**src/hdl/gipps_car_following_step_assert.svh**
```systemverilog
// ----------------------------------------------------------------------------
// Assertion macros for the Gipps car-following step block
// Each macro expands to a clocked concurrent assertion, or to nothing when
// assertions are switched off at compile time.
// ----------------------------------------------------------------------------
`ifndef GIPPS_CAR_FOLLOWING_STEP_ASSERT_SVH
`define GIPPS_CAR_FOLLOWING_STEP_ASSERT_SVH

`ifndef NO_ASSERTIONS

// same-cycle implication
`define GCF_ASSERT_IMP(lbl, ck, rn, ante, cons) \
	lbl: assert property (@(posedge ck) disable iff (!rn) (ante) |-> (cons)) \
		else $error("gcf assertion failed");

// next-cycle implication
`define GCF_ASSERT_NXT(lbl, ck, rn, ante, cons) \
	lbl: assert property (@(posedge ck) disable iff (!rn) (ante) |=> (cons)) \
		else $error("gcf assertion failed");

`else

`define GCF_ASSERT_IMP(lbl, ck, rn, ante, cons)
`define GCF_ASSERT_NXT(lbl, ck, rn, ante, cons)

`endif

`endif

```
**src/hdl/gcf_pkg.sv**
```systemverilog
// ----------------------------------------------------------------------------
// gcf_pkg
// Shared types and codes for the Gipps car-following step block.
// ----------------------------------------------------------------------------
`timescale 1ns / 1ps
`default_nettype none

package gcf_pkg;

	// register indexes (byte address is 4 * index)
	localparam logic [2:0] REG_TIME_STEP     = 3'd0;
	localparam logic [2:0] REG_REACTION_TIME = 3'd1;
	localparam logic [2:0] REG_MAX_ACCEL     = 3'd2;
	localparam logic [2:0] REG_DESIRED_DECEL = 3'd3;
	localparam logic [2:0] REG_DESIRED_SPEED = 3'd4;
	localparam logic [2:0] REG_LEADER_DECEL  = 3'd5;
	localparam logic [2:0] REG_LEADER_LENGTH = 3'd6;

	// shared unit operations
	localparam logic [1:0] OP_MUL  = 2'd0;
	localparam logic [1:0] OP_DIV  = 2'd1;
	localparam logic [1:0] OP_SQRT = 2'd2;

	// shared unit geometry
	localparam int OPA_W   = 52;
	localparam int OPB_W   = 32;
	localparam int RES_W   = OPA_W + OPB_W;
	localparam int ROOT_W  = OPA_W / 2;
	localparam int REM_W   = ROOT_W + 3;

	typedef struct packed {
		logic [15:0] time_step;
		logic [15:0] reaction_time;
		logic [11:0] max_accel;
		logic [12:0] desired_decel;
		logic [15:0] desired_speed;
		logic [12:0] leader_decel_estimate;
		logic [12:0] leader_length;
	} cfg_t;

	typedef struct packed {
		logic             start;
		logic [1:0]       op;
		logic [OPA_W-1:0] a;
		logic [OPB_W-1:0] b;
	} unit_req_t;

	typedef struct packed {
		logic             done;
		logic [RES_W-1:0] res;
	} unit_rsp_t;

endpackage

`default_nettype wire

```
**src/hdl/gcf_unit.sv**
```systemverilog
// ----------------------------------------------------------------------------
// gcf_unit
// Shared bit-serial arithmetic unit: unsigned multiply (32 steps), unsigned
// restoring divide (32 steps) and floor square root (26 steps).
// ----------------------------------------------------------------------------
`timescale 1ns / 1ps
`default_nettype none

module gcf_unit (
	input  wire logic              clk,
	input  wire logic              arst_n,
	input  wire gcf_pkg::unit_req_t req,
	output gcf_pkg::unit_rsp_t     rsp
);

	logic                      busy_q;
	logic                      done_q;
	logic [1:0]                op_q;
	logic [5:0]                cnt_q;
	logic [gcf_pkg::OPA_W-1:0] a_q;
	logic [gcf_pkg::OPB_W-1:0] b_q;
	logic [gcf_pkg::OPA_W-1:0] hi_q;
	logic [gcf_pkg::OPB_W-1:0] lo_q;

	logic [gcf_pkg::OPA_W:0]   mul_sum;
	logic [gcf_pkg::OPB_W:0]   div_trial;
	logic [gcf_pkg::OPB_W:0]   div_diff;
	logic [gcf_pkg::REM_W-1:0] sq_rem;
	logic [gcf_pkg::REM_W-1:0] sq_trial;

	// one step of each operation
	always_comb begin
		mul_sum   = {1'b0, hi_q} + (lo_q[0] ? {1'b0, a_q} : '0);
		div_trial = {hi_q[gcf_pkg::OPB_W-1:0], lo_q[gcf_pkg::OPB_W-1]};
		div_diff  = div_trial - {1'b0, b_q};
		sq_rem    = {hi_q[gcf_pkg::REM_W-3:0], a_q[gcf_pkg::OPA_W-1 -: 2]};
		sq_trial  = {1'b0, lo_q[gcf_pkg::ROOT_W-1:0], 2'b01};
	end

	// sequence the iterations
	always_ff @(posedge clk or negedge arst_n) begin
		if (!arst_n) begin
			busy_q <= 1'b0;
			done_q <= 1'b0;
			cnt_q  <= '0;
			op_q   <= gcf_pkg::OP_MUL;
		end else begin
			done_q <= 1'b0;
			if (req.start) begin
				busy_q <= 1'b1;
				op_q   <= req.op;
				cnt_q  <= (req.op == gcf_pkg::OP_SQRT) ? 6'(gcf_pkg::ROOT_W - 1)
					: 6'(gcf_pkg::OPB_W - 1);
			end else if (busy_q) begin
				cnt_q <= cnt_q - 6'd1;
				if (cnt_q == 6'd0) begin
					busy_q <= 1'b0;
					done_q <= 1'b1;
				end
			end
		end
	end

	// operand and partial result registers
	always_ff @(posedge clk) begin
		if (req.start) begin
			a_q  <= req.a;
			b_q  <= req.b;
			hi_q <= '0;
			case (req.op)
				gcf_pkg::OP_MUL: lo_q <= req.b;
				gcf_pkg::OP_DIV: lo_q <= req.a[gcf_pkg::OPB_W-1:0];
				default:         lo_q <= '0;
			endcase
		end else if (busy_q) begin
			case (op_q)
				gcf_pkg::OP_MUL: begin
					hi_q <= mul_sum[gcf_pkg::OPA_W:1];
					lo_q <= {mul_sum[0], lo_q[gcf_pkg::OPB_W-1:1]};
				end
				gcf_pkg::OP_DIV: begin
					if (!div_diff[gcf_pkg::OPB_W]) begin
						hi_q <= {{(gcf_pkg::OPA_W-gcf_pkg::OPB_W){1'b0}},
							div_diff[gcf_pkg::OPB_W-1:0]};
						lo_q <= {lo_q[gcf_pkg::OPB_W-2:0], 1'b1};
					end else begin
						hi_q <= {{(gcf_pkg::OPA_W-gcf_pkg::OPB_W){1'b0}},
							div_trial[gcf_pkg::OPB_W-1:0]};
						lo_q <= {lo_q[gcf_pkg::OPB_W-2:0], 1'b0};
					end
				end
				gcf_pkg::OP_SQRT: begin
					a_q <= {a_q[gcf_pkg::OPA_W-3:0], 2'b00};
					if (sq_rem >= sq_trial) begin
						hi_q <= gcf_pkg::OPA_W'(sq_rem - sq_trial);
						lo_q <= {lo_q[gcf_pkg::OPB_W-2:0], 1'b1};
					end else begin
						hi_q <= gcf_pkg::OPA_W'(sq_rem);
						lo_q <= {lo_q[gcf_pkg::OPB_W-2:0], 1'b0};
					end
				end
				default: begin
					hi_q <= hi_q;
				end
			endcase
		end
	end

	assign rsp.done = done_q;
	assign rsp.res  = {hi_q, lo_q};

endmodule

`default_nettype wire

```
**src/hdl/gcf_regs.sv**
```systemverilog
// ----------------------------------------------------------------------------
// gcf_regs
// APB-style configuration registers of the Gipps step block.
// ----------------------------------------------------------------------------
`timescale 1ns / 1ps
`default_nettype none

module gcf_regs (
	input  wire logic        clk,
	input  wire logic        arst_n,
	input  wire logic        psel,
	input  wire logic        penable,
	input  wire logic        pwrite,
	input  wire logic [4:0]  paddr,
	input  wire logic [31:0] pwdata,
	output logic [31:0]      prdata,
	output logic             pready,
	output gcf_pkg::cfg_t    cfg
);

	gcf_pkg::cfg_t cfg_q;
	logic          wr_en;

	assign wr_en  = psel && penable && pwrite;
	assign pready = 1'b1;
	assign cfg    = cfg_q;

	// write registers
	always_ff @(posedge clk or negedge arst_n) begin
		if (!arst_n) begin
			cfg_q.time_step             <= 16'd1024;
			cfg_q.reaction_time         <= 16'd682;
			cfg_q.max_accel             <= 12'd512;
			cfg_q.desired_decel         <= 13'h1D00;
			cfg_q.desired_speed         <= 16'd7680;
			cfg_q.leader_decel_estimate <= 13'h1D00;
			cfg_q.leader_length         <= 13'd1664;
		end else if (wr_en) begin
			case (paddr[4:2])
				gcf_pkg::REG_TIME_STEP:     cfg_q.time_step <= pwdata[15:0];
				gcf_pkg::REG_REACTION_TIME: cfg_q.reaction_time <= pwdata[15:0];
				gcf_pkg::REG_MAX_ACCEL:     cfg_q.max_accel <= pwdata[11:0];
				gcf_pkg::REG_DESIRED_DECEL: cfg_q.desired_decel <= pwdata[12:0];
				gcf_pkg::REG_DESIRED_SPEED: cfg_q.desired_speed <= pwdata[15:0];
				gcf_pkg::REG_LEADER_DECEL:  cfg_q.leader_decel_estimate <= pwdata[12:0];
				gcf_pkg::REG_LEADER_LENGTH: cfg_q.leader_length <= pwdata[12:0];
				default:                    cfg_q <= cfg_q;
			endcase
		end
	end

	// read back
	always_comb begin
		case (paddr[4:2])
			gcf_pkg::REG_TIME_STEP:     prdata = {16'd0, cfg_q.time_step};
			gcf_pkg::REG_REACTION_TIME: prdata = {16'd0, cfg_q.reaction_time};
			gcf_pkg::REG_MAX_ACCEL:     prdata = {20'd0, cfg_q.max_accel};
			gcf_pkg::REG_DESIRED_DECEL: prdata = {19'd0, cfg_q.desired_decel};
			gcf_pkg::REG_DESIRED_SPEED: prdata = {16'd0, cfg_q.desired_speed};
			gcf_pkg::REG_LEADER_DECEL:  prdata = {19'd0, cfg_q.leader_decel_estimate};
			gcf_pkg::REG_LEADER_LENGTH: prdata = {19'd0, cfg_q.leader_length};
			default:                    prdata = 32'd0;
		endcase
	end

endmodule

`default_nettype wire

```
**src/hdl/gcf_core.sv**
```systemverilog
// ----------------------------------------------------------------------------
// gcf_core
// Sequencer and datapath registers: walks one step of the Gipps model
// through the shared arithmetic unit and holds the follower state.
// ----------------------------------------------------------------------------
`timescale 1ns / 1ps
`default_nettype none

module gcf_core (
	input  wire logic               clk,
	input  wire logic               arst_n,
	input  wire gcf_pkg::cfg_t      cfg,
	input  wire logic               item_valid,
	output logic                    item_stall,
	input  wire logic               op,
	input  wire logic signed [31:0] init_position,
	input  wire logic [15:0]        init_speed,
	input  wire logic signed [31:0] leader_pos_prev,
	input  wire logic [15:0]        leader_speed_prev,
	input  wire logic               leader_speed_known,
	input  wire logic signed [31:0] leader_pos_now,
	input  wire logic [15:0]        leader_speed_now,
	output logic                    result_valid,
	input  wire logic               result_stall,
	output logic [15:0]             follower_speed,
	output logic signed [31:0]      follower_position,
	output logic signed [15:0]      acceleration,
	output logic signed [31:0]      spacing,
	output logic signed [16:0]      speed_diff,
	output logic [15:0]             free_speed,
	output logic signed [16:0]      follow_speed,
	output logic                    radicand_negative
);

	localparam logic [3:0] ST_IDLE = 4'd0;
	localparam logic [3:0] ST_RQ   = 4'd1;
	localparam logic [3:0] ST_SQF  = 4'd2;
	localparam logic [3:0] ST_MP   = 4'd3;
	localparam logic [3:0] ST_MK   = 4'd4;
	localparam logic [3:0] ST_MMAG = 4'd5;
	localparam logic [3:0] ST_MBT  = 4'd6;
	localparam logic [3:0] ST_MBT2 = 4'd7;
	localparam logic [3:0] ST_MVT  = 4'd8;
	localparam logic [3:0] ST_MUL2 = 4'd9;
	localparam logic [3:0] ST_DUC  = 4'd10;
	localparam logic [3:0] ST_MBD  = 4'd11;
	localparam logic [3:0] ST_SQC  = 4'd12;
	localparam logic [3:0] ST_MPOS = 4'd13;
	localparam logic [3:0] ST_DACC = 4'd14;
	localparam logic [3:0] ST_OUT  = 4'd15;

	gcf_pkg::unit_req_t req;
	gcf_pkg::unit_rsp_t rsp;

	logic [3:0]          state_q;
	logic                issued_q;

	// follower state and latched item
	logic [15:0]         v_q;
	logic signed [31:0]  x_q;
	logic signed [31:0]  xl_q;
	logic [15:0]         ul_q;
	logic signed [31:0]  xn_q;
	logic [15:0]         un_q;

	// intermediate results
	logic [31:0]         rq_q;
	logic [24:0]         s_q;
	logic [41:0]         p_q;
	logic [30:0]         k_q;
	logic [15:0]         ff_q;
	logic [27:0]         btm_q;
	logic [35:0]         rada_q;
	logic signed [37:0]  dbase_q;
	logic [31:0]         ul2_q;
	logic signed [37:0]  d_q;
	logic [50:0]         rad_q;
	logic                radneg_q;
	logic signed [16:0]  cf_q;
	logic signed [31:0]  pos_q;

	// derived values
	logic [15:0]         dt;
	logic [15:0]         vd;
	logic                bneg;
	logic [12:0]         bmag;
	logic [12:0]         c_eff;
	logic                cneg;
	logic [12:0]         cmag;
	logic                ff_neg;
	logic [31:0]         om;
	logic [45:0]         mag;
	logic [46:0]         ff_sum;
	logic [15:0]         ff_new;
	logic [21:0]         vt;
	logic signed [37:0]  dbase_new;
	logic signed [37:0]  d_new;
	logic                dneg;
	logic [37:0]         dmag;
	logic [51:0]         rad_new;
	logic [17:0]         btsh;
	logic signed [27:0]  cfs;
	logic signed [16:0]  cf_new;
	logic [15:0]         vn;
	logic signed [33:0]  posw;
	logic signed [31:0]  pos_new;
	logic signed [33:0]  spw;
	logic signed [31:0]  spc_new;
	logic signed [16:0]  dv;
	logic [16:0]         dvmag;
	logic [31:0]         qacc;
	logic [15:0]         acc_new;
	logic                accept;

	gcf_unit u_unit (
		.clk   (clk),
		.arst_n(arst_n),
		.req   (req),
		.rsp   (rsp)
	);

	assign accept       = item_valid && !item_stall;
	assign item_stall   = (state_q != ST_IDLE);
	assign result_valid = (state_q == ST_OUT);

	// fixed point terms of the model
	always_comb begin
		dt     = (cfg.time_step == 16'd0) ? 16'd1 : cfg.time_step;
		vd     = (cfg.desired_speed == 16'd0) ? 16'd1 : cfg.desired_speed;
		bneg   = cfg.desired_decel[12];
		bmag   = bneg ? 13'(-cfg.desired_decel) : cfg.desired_decel;
		c_eff  = (cfg.leader_decel_estimate == 13'd0) ? 13'h1FFF
			: cfg.leader_decel_estimate;
		cneg   = c_eff[12];
		cmag   = cneg ? 13'(-c_eff) : c_eff;

		// free-flow term
		ff_neg = rq_q > 32'd65536;
		om     = ff_neg ? (rq_q - 32'd65536) : (32'd65536 - rq_q);
		mag    = rsp.res[72:27];
		ff_sum = {31'd0, v_q} + {1'b0, mag};
		if (ff_neg) begin
			ff_new = ({30'd0, v_q} < mag) ? 16'd0 : 16'(v_q - mag[15:0]);
		end else begin
			ff_new = (ff_sum > 47'd65535) ? 16'hFFFF : ff_sum[15:0];
		end

		// car-following terms
		vt        = rsp.res[31:10];
		dbase_new = ((38'(xl_q) - $signed({25'd0, cfg.leader_length}) - 38'(x_q)) <<< 1)
			- $signed({16'd0, vt});
		d_new     = cneg ? (dbase_q + $signed({6'd0, rsp.res[31:0]}))
			: (dbase_q - $signed({6'd0, rsp.res[31:0]}));
		dneg      = d_q[37];
		dmag      = dneg ? 38'(-d_q) : d_q;
		rad_new   = (bneg ^ dneg) ? ({16'd0, rada_q} + {2'd0, rsp.res[49:0]})
			: ({16'd0, rada_q} - {2'd0, rsp.res[49:0]});
		btsh      = btm_q[27:10];
		cfs       = $signed({2'd0, rsp.res[gcf_pkg::ROOT_W-1:0]})
			+ (bneg ? -$signed({10'd0, btsh}) : $signed({10'd0, btsh}));
		if (cfs > 28'sd65535) begin
			cf_new = 17'sd65535;
		end else if (cfs < -28'sd65535) begin
			cf_new = -17'sd65535;
		end else begin
			cf_new = cfs[16:0];
		end

		// new speed: smaller candidate, clamped at zero
		if (cf_q[16] || cf_q == 17'sd0) begin
			vn = 16'd0;
		end else begin
			vn = (ff_q < cf_q[15:0]) ? ff_q : cf_q[15:0];
		end

		// position and spacing, saturated
		posw = 34'(x_q) + $signed({12'd0, rsp.res[32:11]});
		pos_new = (posw > 34'sd2147483647) ? 32'sh7FFFFFFF : posw[31:0];
		spw  = 34'(xn_q) - 34'(pos_q);
		if (spw > 34'sd2147483647) begin
			spc_new = 32'sh7FFFFFFF;
		end else if (spw < -34'sd2147483648) begin
			spc_new = 32'sh80000000;
		end else begin
			spc_new = spw[31:0];
		end

		// acceleration, truncated toward zero and saturated
		dv    = $signed({1'b0, vn}) - $signed({1'b0, v_q});
		dvmag = dv[16] ? 17'(-dv) : dv;
		qacc  = rsp.res[31:0];
		if (dv[16]) begin
			acc_new = (qacc > 32'd32768) ? 16'h8000 : 16'(~qacc[15:0] + 16'd1);
		end else begin
			acc_new = (qacc > 32'd32767) ? 16'h7FFF : qacc[15:0];
		end
	end

	// operands for the shared unit
	always_comb begin
		req.start = (state_q != ST_IDLE) && (state_q != ST_OUT) && !issued_q
			&& !((state_q == ST_SQC) && radneg_q);
		req.op    = gcf_pkg::OP_MUL;
		req.a     = '0;
		req.b     = '0;
		case (state_q)
			ST_RQ: begin
				req.op = gcf_pkg::OP_DIV;
				req.a  = {20'd0, v_q, 16'd0};
				req.b  = {16'd0, vd};
			end
			ST_SQF: begin
				req.op = gcf_pkg::OP_SQRT;
				req.a  = {3'd0, (33'(rq_q) + 33'd1638), 16'd0};
			end
			ST_MP: begin
				req.a = {20'd0, om};
				req.b = {7'd0, s_q};
			end
			ST_MK: begin
				req.a = {37'd0, ({3'd0, cfg.max_accel} + {1'b0, cfg.max_accel, 2'b00})};
				req.b = {16'd0, cfg.reaction_time};
			end
			ST_MMAG: begin
				req.a = {10'd0, p_q};
				req.b = {1'b0, k_q};
			end
			ST_MBT: begin
				req.a = {39'd0, bmag};
				req.b = {16'd0, cfg.reaction_time};
			end
			ST_MBT2: begin
				req.a = {24'd0, btm_q};
				req.b = {4'd0, btm_q};
			end
			ST_MVT: begin
				req.a = {36'd0, v_q};
				req.b = {16'd0, cfg.reaction_time};
			end
			ST_MUL2: begin
				req.a = {36'd0, ul_q};
				req.b = {16'd0, ul_q};
			end
			ST_DUC: begin
				req.op = gcf_pkg::OP_DIV;
				req.a  = {20'd0, ul2_q};
				req.b  = {19'd0, cmag};
			end
			ST_MBD: begin
				req.a = {14'd0, dmag};
				req.b = {19'd0, bmag};
			end
			ST_SQC: begin
				req.op = gcf_pkg::OP_SQRT;
				req.a  = {1'b0, rad_q};
			end
			ST_MPOS: begin
				req.a = {35'd0, ({1'b0, v_q} + {1'b0, vn})};
				req.b = {16'd0, dt};
			end
			ST_DACC: begin
				req.op = gcf_pkg::OP_DIV;
				req.a  = {26'd0, dvmag[15:0], 10'd0};
				req.b  = {16'd0, dt};
			end
			default: begin
				req.op = gcf_pkg::OP_MUL;
			end
		endcase
	end

	// sequencer and follower state
	always_ff @(posedge clk or negedge arst_n) begin
		if (!arst_n) begin
			state_q  <= ST_IDLE;
			issued_q <= 1'b0;
			v_q      <= 16'd0;
			x_q      <= 32'sd0;
		end else begin
			if (req.start) begin
				issued_q <= 1'b1;
			end
			case (state_q)
				ST_IDLE: begin
					if (accept) begin
						if (op) begin
							state_q <= ST_RQ;
						end else begin
							v_q <= init_speed;
							x_q <= init_position;
						end
					end
				end
				ST_SQC: begin
					if (radneg_q) begin
						state_q <= ST_MPOS;
					end else if (rsp.done) begin
						issued_q <= 1'b0;
						state_q  <= ST_MPOS;
					end
				end
				ST_DACC: begin
					if (rsp.done) begin
						issued_q <= 1'b0;
						state_q  <= ST_OUT;
						v_q      <= vn;
						x_q      <= pos_q;
					end
				end
				ST_OUT: begin
					if (!result_stall) begin
						state_q <= ST_IDLE;
					end
				end
				default: begin
					if (rsp.done) begin
						issued_q <= 1'b0;
						state_q  <= state_q + 4'd1;
					end
				end
			endcase
		end
	end

	// capture item fields and unit results
	always_ff @(posedge clk) begin
		if (accept && op) begin
			xl_q <= leader_pos_prev;
			ul_q <= leader_speed_known ? leader_speed_prev : 16'd0;
			xn_q <= leader_pos_now;
			un_q <= leader_speed_now;
		end
		if (rsp.done) begin
			case (state_q)
				ST_RQ:   rq_q    <= rsp.res[31:0];
				ST_SQF:  s_q     <= rsp.res[24:0];
				ST_MP:   p_q     <= rsp.res[57:16];
				ST_MK:   k_q     <= rsp.res[30:0];
				ST_MMAG: ff_q    <= ff_new;
				ST_MBT:  btm_q   <= rsp.res[27:0];
				ST_MBT2: rada_q  <= rsp.res[55:20];
				ST_MVT:  dbase_q <= dbase_new;
				ST_MUL2: ul2_q   <= rsp.res[31:0];
				ST_DUC:  d_q     <= d_new;
				ST_SQC:  cf_q    <= cf_new;
				ST_MPOS: pos_q   <= pos_new;
				default: pos_q   <= pos_q;
			endcase
		end
		// the radicand sign decides whether the root is taken
		if (rsp.done && state_q == ST_MBD) begin
			rad_q    <= rad_new[50:0];
			radneg_q <= rad_new[51];
			if (rad_new[51]) begin
				cf_q <= 17'sd0;
			end
		end
		// load the result registers
		if (rsp.done && state_q == ST_DACC) begin
			follower_speed    <= vn;
			follower_position <= pos_q;
			acceleration      <= acc_new;
			spacing           <= spc_new;
			speed_diff        <= $signed({1'b0, vn}) - $signed({1'b0, un_q});
			free_speed        <= ff_q;
			follow_speed      <= cf_q;
			radicand_negative <= radneg_q;
		end
	end

endmodule

`default_nettype wire

```
**src/hdl/gipps_car_following_step.sv**
```systemverilog
// ----------------------------------------------------------------------------
// gipps_car_following_step
// A step item runs 9 multiplies, 3 divides and 2 square roots on one shared
// bit-serial unit, one after another; a negative radicand skips the car-following root.
// No new item is taken until the step result has been taken; a load item sets
// the follower state, gives no result and leaves the block ready for the next item.
// Reset restores register defaults and clears follower speed and position.
// ----------------------------------------------------------------------------
`timescale 1ns / 1ps
`default_nettype none
`include "gipps_car_following_step_assert.svh"

module gipps_car_following_step (
	input  wire logic               clk,
	input  wire logic               arst_n,
	input  wire logic               psel,
	input  wire logic               penable,
	input  wire logic               pwrite,
	input  wire logic [4:0]         paddr,
	input  wire logic [31:0]        pwdata,
	output logic [31:0]             prdata,
	output logic                    pready,
	input  wire logic               item_valid,
	output logic                    item_stall,
	input  wire logic               op,
	input  wire logic signed [31:0] init_position,
	input  wire logic [15:0]        init_speed,
	input  wire logic signed [31:0] leader_pos_prev,
	input  wire logic [15:0]        leader_speed_prev,
	input  wire logic               leader_speed_known,
	input  wire logic signed [31:0] leader_pos_now,
	input  wire logic [15:0]        leader_speed_now,
	output logic                    result_valid,
	input  wire logic               result_stall,
	output logic [15:0]             follower_speed,
	output logic signed [31:0]      follower_position,
	output logic signed [15:0]      acceleration,
	output logic signed [31:0]      spacing,
	output logic signed [16:0]      speed_diff,
	output logic [15:0]             free_speed,
	output logic signed [16:0]      follow_speed,
	output logic                    radicand_negative
);

	gcf_pkg::cfg_t cfg;

	gcf_regs u_regs (
		.clk    (clk),
		.arst_n (arst_n),
		.psel   (psel),
		.penable(penable),
		.pwrite (pwrite),
		.paddr  (paddr),
		.pwdata (pwdata),
		.prdata (prdata),
		.pready (pready),
		.cfg    (cfg)
	);

	gcf_core u_core (
		.clk               (clk),
		.arst_n            (arst_n),
		.cfg               (cfg),
		.item_valid        (item_valid),
		.item_stall        (item_stall),
		.op                (op),
		.init_position     (init_position),
		.init_speed        (init_speed),
		.leader_pos_prev   (leader_pos_prev),
		.leader_speed_prev (leader_speed_prev),
		.leader_speed_known(leader_speed_known),
		.leader_pos_now    (leader_pos_now),
		.leader_speed_now  (leader_speed_now),
		.result_valid      (result_valid),
		.result_stall      (result_stall),
		.follower_speed    (follower_speed),
		.follower_position (follower_position),
		.acceleration      (acceleration),
		.spacing           (spacing),
		.speed_diff        (speed_diff),
		.free_speed        (free_speed),
		.follow_speed      (follow_speed),
		.radicand_negative (radicand_negative)
	);

	// no new item while a result waits
	`GCF_ASSERT_IMP(a_stall_on_result, clk, arst_n, result_valid, item_stall)
	// new speed never exceeds the free-flow candidate
	`GCF_ASSERT_IMP(a_speed_le_free, clk, arst_n, result_valid, follower_speed <= free_speed)
	// a negative radicand forces the car-following candidate to zero
	`GCF_ASSERT_IMP(a_neg_rad_zero, clk, arst_n, result_valid && radicand_negative,
		follow_speed == 17'sd0)
	// an accepted step item keeps the input side stalled next cycle
	`GCF_ASSERT_NXT(a_step_busy, clk, arst_n, item_valid && !item_stall && op, item_stall)

endmodule

`default_nettype wire

```
**config.mk**
```make
export PLATFORM = sky130hd
export DESIGN_NAME = gipps_car_following_step
export DESIGN_NICKNAME = d
export VERILOG_FILES = /design/src/hdl/gcf_pkg.sv /design/src/hdl/gcf_unit.sv /design/src/hdl/gcf_regs.sv /design/src/hdl/gcf_core.sv /design/src/hdl/gipps_car_following_step.sv
export VERILOG_INCLUDE_DIRS = /design/src /design/src/hdl
export SDC_FILE = /design/constraint.sdc
export NUM_CORES = 2
export LEC_CHECK = 0
export BUFFER_PORTS_ARGS = -buffer_cell sky130_fd_sc_hd__buf_2
export CORE_ASPECT_RATIO = 0.5
export CORE_MARGIN = 8
export CORE_UTILIZATION = 45
export CTS_CLUSTER_DIAMETER = 40
export DETAILED_ROUTE_END_ITERATION = 10
export HOLD_SLACK_MARGIN = 0.05
export MAX_ROUTING_LAYER = met4
export PLACE_DENSITY = 0.73
export REMOVE_ABC_BUFFERS = 1
export SYNTH_ARGS = -nofsm -noshare
export SYNTH_HDL_FRONTEND = slang
export SYNTH_SLANG_ARGS = --single-unit
```
**constraint.sdc**
```tcl
create_clock -name clk -period 19.2 [get_ports clk]
set_input_delay 5.76 -clock clk [delete_from_list [all_inputs] [get_ports clk]]
set_output_delay 5.76 -clock clk [all_outputs]
set_load 0.05 [all_outputs]
```
==> results.md <==
* Cells after Synth at roughly 7200
* Fin Setup TNS at 0 ps
* CTS Hold Bufs at 0
* DR iter-0 viols at 8843
* Die area at 167100 um^2
* Placed insts at 9404
* Internal Power at about 5.3 mW
* Crit end category: output port
* Most frequent cells in the layout: edfxtp_1 (760), nand2_1 (569), a21oi_1 (518)
* Global-route wire length before repair at just under 400000 um
* Hold Crit Class: flip-flop to flip-flop
* Worst-Margin Slew at 1459 ps
* Crit path DAT at 8030 ps
* Setup Viol. Count Final at 0
* Register area share after synthesis at 0.4094
* Slew margin rel. at 0.01959
* RSZ-0062 raised after global routing: no
* Count of unique library cells instantiated by Yosys at 116
* IO Port Bufs at 336
* Yosys top cell area share at 0.3303
* Worst Path Max Fanout at 37
* Dpl cell area at roughly 73000 um^2
* Tot Pwr at 9.076 mW
* Post-CTS Setup Inserts at 0
* Initial Utilization at 0.4541
* Commonest non-fill, non-tap cell in the layout: edfxtp_1
* TritonRoute pass-1 iters at 9
* Yosys Warn Count at 0
* Finished Cell Area at 77340 um^2
* Clock share of power at 0.263
* Post-synth EDFFs at between 700 and 800
* Initial antenna violation count at 38
* Worst slack, placed at 5561 ps
* Placer Congestion at 1.059
* Global route overflow at 0
* DR vias/cell at roughly 6.4
* Worst path max stage delay at 800 ps
* P&R area growth vs syn at 11.94%
* Crit path required time at 13440 ps
* Top FF cell, synth: edfxtp_1
* Crit path launch type: input pin
* Total GRT Usage at 0.3256
* Worst path slowest cell: nor2b_1
* CTS clk-pin slew, worst paths at approximately 60 ps
* Area leader, netlist: edfxtp_1
* Power density of the placed cells at about 120 nW/um^2
* CTS root buf: clkbuf_16
* Layout cell share with drive strength beyond 1 at 0.1235
* Row count at roughly 100
* Die width at around 570 um
* Final period util at 0.7181
* Routed len/inst at 28.59 um
* I/O Pins at between 300 and 400
* #FFs+latches synth at 991
* Synthesized area at approximately 69000 um^2
* Switching power at 3.787 mW
* Ys async rst share at 0.1635
* Vias at 61910
* Peak Freq at 0.07253 GHz
* Non-filler instance count after layout at 9660
* H-tree depth at 3
* Worst VDD drop at 0.00009064 V
* Crit Path Class: input pin to output port
* Area of the core at 152200 um^2
* DP HPWL at between 200000 and 250000 um
* Final worst path period need at ~14000 ps
* Switching Share at 0.4172
* Largest net degree at the start of global routing at 97
* Register share of total power at 0.306
* Chip height at 293.1 um
* Syn avg cell area at roughly 9.6 um^2
* Worst reg2reg path depth at 22
* DRC viols at 0
* Leak pwr at 31.22 nW
* Worst hold path depth at 0
* Final Hold Vio Count at 0
* Max cap viols at 0
* TritonCTS clock tree: built
* Clock sink count at between 900 and 1000
* Clk Latency, worst-skew pair at 800 ps
* CTS resizes at 0
* Critical-path cell list: buf_2 -> nor2b_1 -> a22oi_1 -> nand2_1 -> o21ai_0 -> o21ai_0 -> buf_2
* Combinational power share at 0.431
* Total wire length at approximately 280000 um
* Largest cells by area after synthesis: edfxtp_1 (33%), ha_1 (9.1%), dfrtp_1 (5.1%)
* Layout Skew at 68.35 ps
* Run status: complete, no violations
* Via count of the first global-routing pass at about 57000
* Routed Antenna Nets at 0
* Nets@finish at about 8200
* Cts bufs inserted at 121
* Setup ws final at 5412 ps
* Slew Limit Fails at 0
* CTS Buffer Depth at 3
logic make-up after synthesis:
kind of cell	after synthesis	share of synthesized area
AO/OA/AOI/OAI	2147	0.2038
XOR/XNOR	531	0.06732
adder cells (fa/ha/maj)	541	0.1007
buffers and inverters	791	0.04412
flip-flops	991	0.4094
multiplexers	203	0.03236
other	2	0.0001087
AND/OR/NAND/NOR	2015	0.1423
sequential cells by signal (all words and copies together) (netlist names), 36 cells and up:
| name | count |
|---|---|
| u_core.u_unit.hi_q | 52 |
| u_core.u_unit.a_q | 52 |
| u_regs.cfg | 99 |
| u_core.d_q | 38 |
| u_core.dbase_q | 38 |
| u_core.rada_q | 36 |
| u_core.p_q | 42 |
| u_core.rad_q | 51 |
area by class of cell:
class / instances / area (um^2)
Antenna cell: 24 / 60.06
Clock buffer: 140 / 3109
Clock inverter: 92 / 1032
Fill cell: 14010 / 74810
Inverter: 436 / 1638
Multi-Input combinational cell: 5454 / 38000
Sequential cell: 991 / 28280
Tap cell: 2060 / 2577
Timing Repair Buffer: 463 / 2641
cells in the mapped netlist (30+ instances only):
cell	n
nor2_1	458
o21bai_1	61
a221oi_1	61
ha_1	503
a21oi_1	521
nand2b_1	88
nand4_1	64
a21o_1	155
clkbuf_1	303
o21a_1	54
and3_1	67
o21ai_0	503
and2_1	111
o22ai_1	49
or2_2	30
nor4_1	58
nor3_1	184
nand3_1	157
xnor2_1	355
xor2_1	176
dfxtp_1	69
edfxtp_1	760
mux2_2	113
a22oi_1	130
a211oi_1	80
or3_1	42
o31ai_1	60
nand2_1	571
o211ai_1	33
inv_1	434
nor2b_1	81
a31oi_1	64
mux2i_1	85
dfrtp_1	140
through the flow:
| stage | utilization | hold WS (ps) |
|---|---|---|
| 3_5_place_dp | 0.4807 | 487.6 |
| 3_3_place_gp | 0.4807 | 466.8 |
| 6_report | 0.5083 | 498.0 |
| 4_1_cts | 0.5079 | 501.1 |
| 5_1_grt | 0.5082 | 513.4 |
| 2_1_floorplan | - | 432.0 |
critical path: cells and delay by family:
family	cells	cell delay, ps
compound gates	3	410
buf+inv	2	930
simple gates	2	910
per-layer routing:
layer  vias up  global-route usage  routed length [um]
met1     30160              0.4374              112900
met3       664             0.09989               37130
li1      27340                   -                   -
met2      3748              0.4622              114800
met5         -                   -                   0
met4         0              0.1186               11320
power by group through the flow:
stage                     clock network (mW)  registers [mW]  logic [mW]
after floorplan                            0            2.77        2.53
after CTS                               2.40            2.76        3.78
after global placement                     0            2.80        3.74
after detailed placement                   0            2.80        3.76
after global routing                    2.48            2.78        4.19
final                                   2.39            2.77        3.92
path summary, 6_finish.rpt:
kind | from | end | slack, ps
max | paddr[3] | prdata[10] | 5410
min | u_core.cf_q[3] | u_core.follow_speed[3] | 500
max reg2reg | u_core.ff_q[1] | u_core.u_unit.lo_q[12] | 12010
min reg2reg | u_core.cf_q[3] | u_core.follow_speed[3] | 500
max in group asynchronous | arst_n | u_core.x_q[30] | 12920
min in group asynchronous | arst_n | u_regs.cfg[17] | 4990
(Power assumes the default switching activity.)
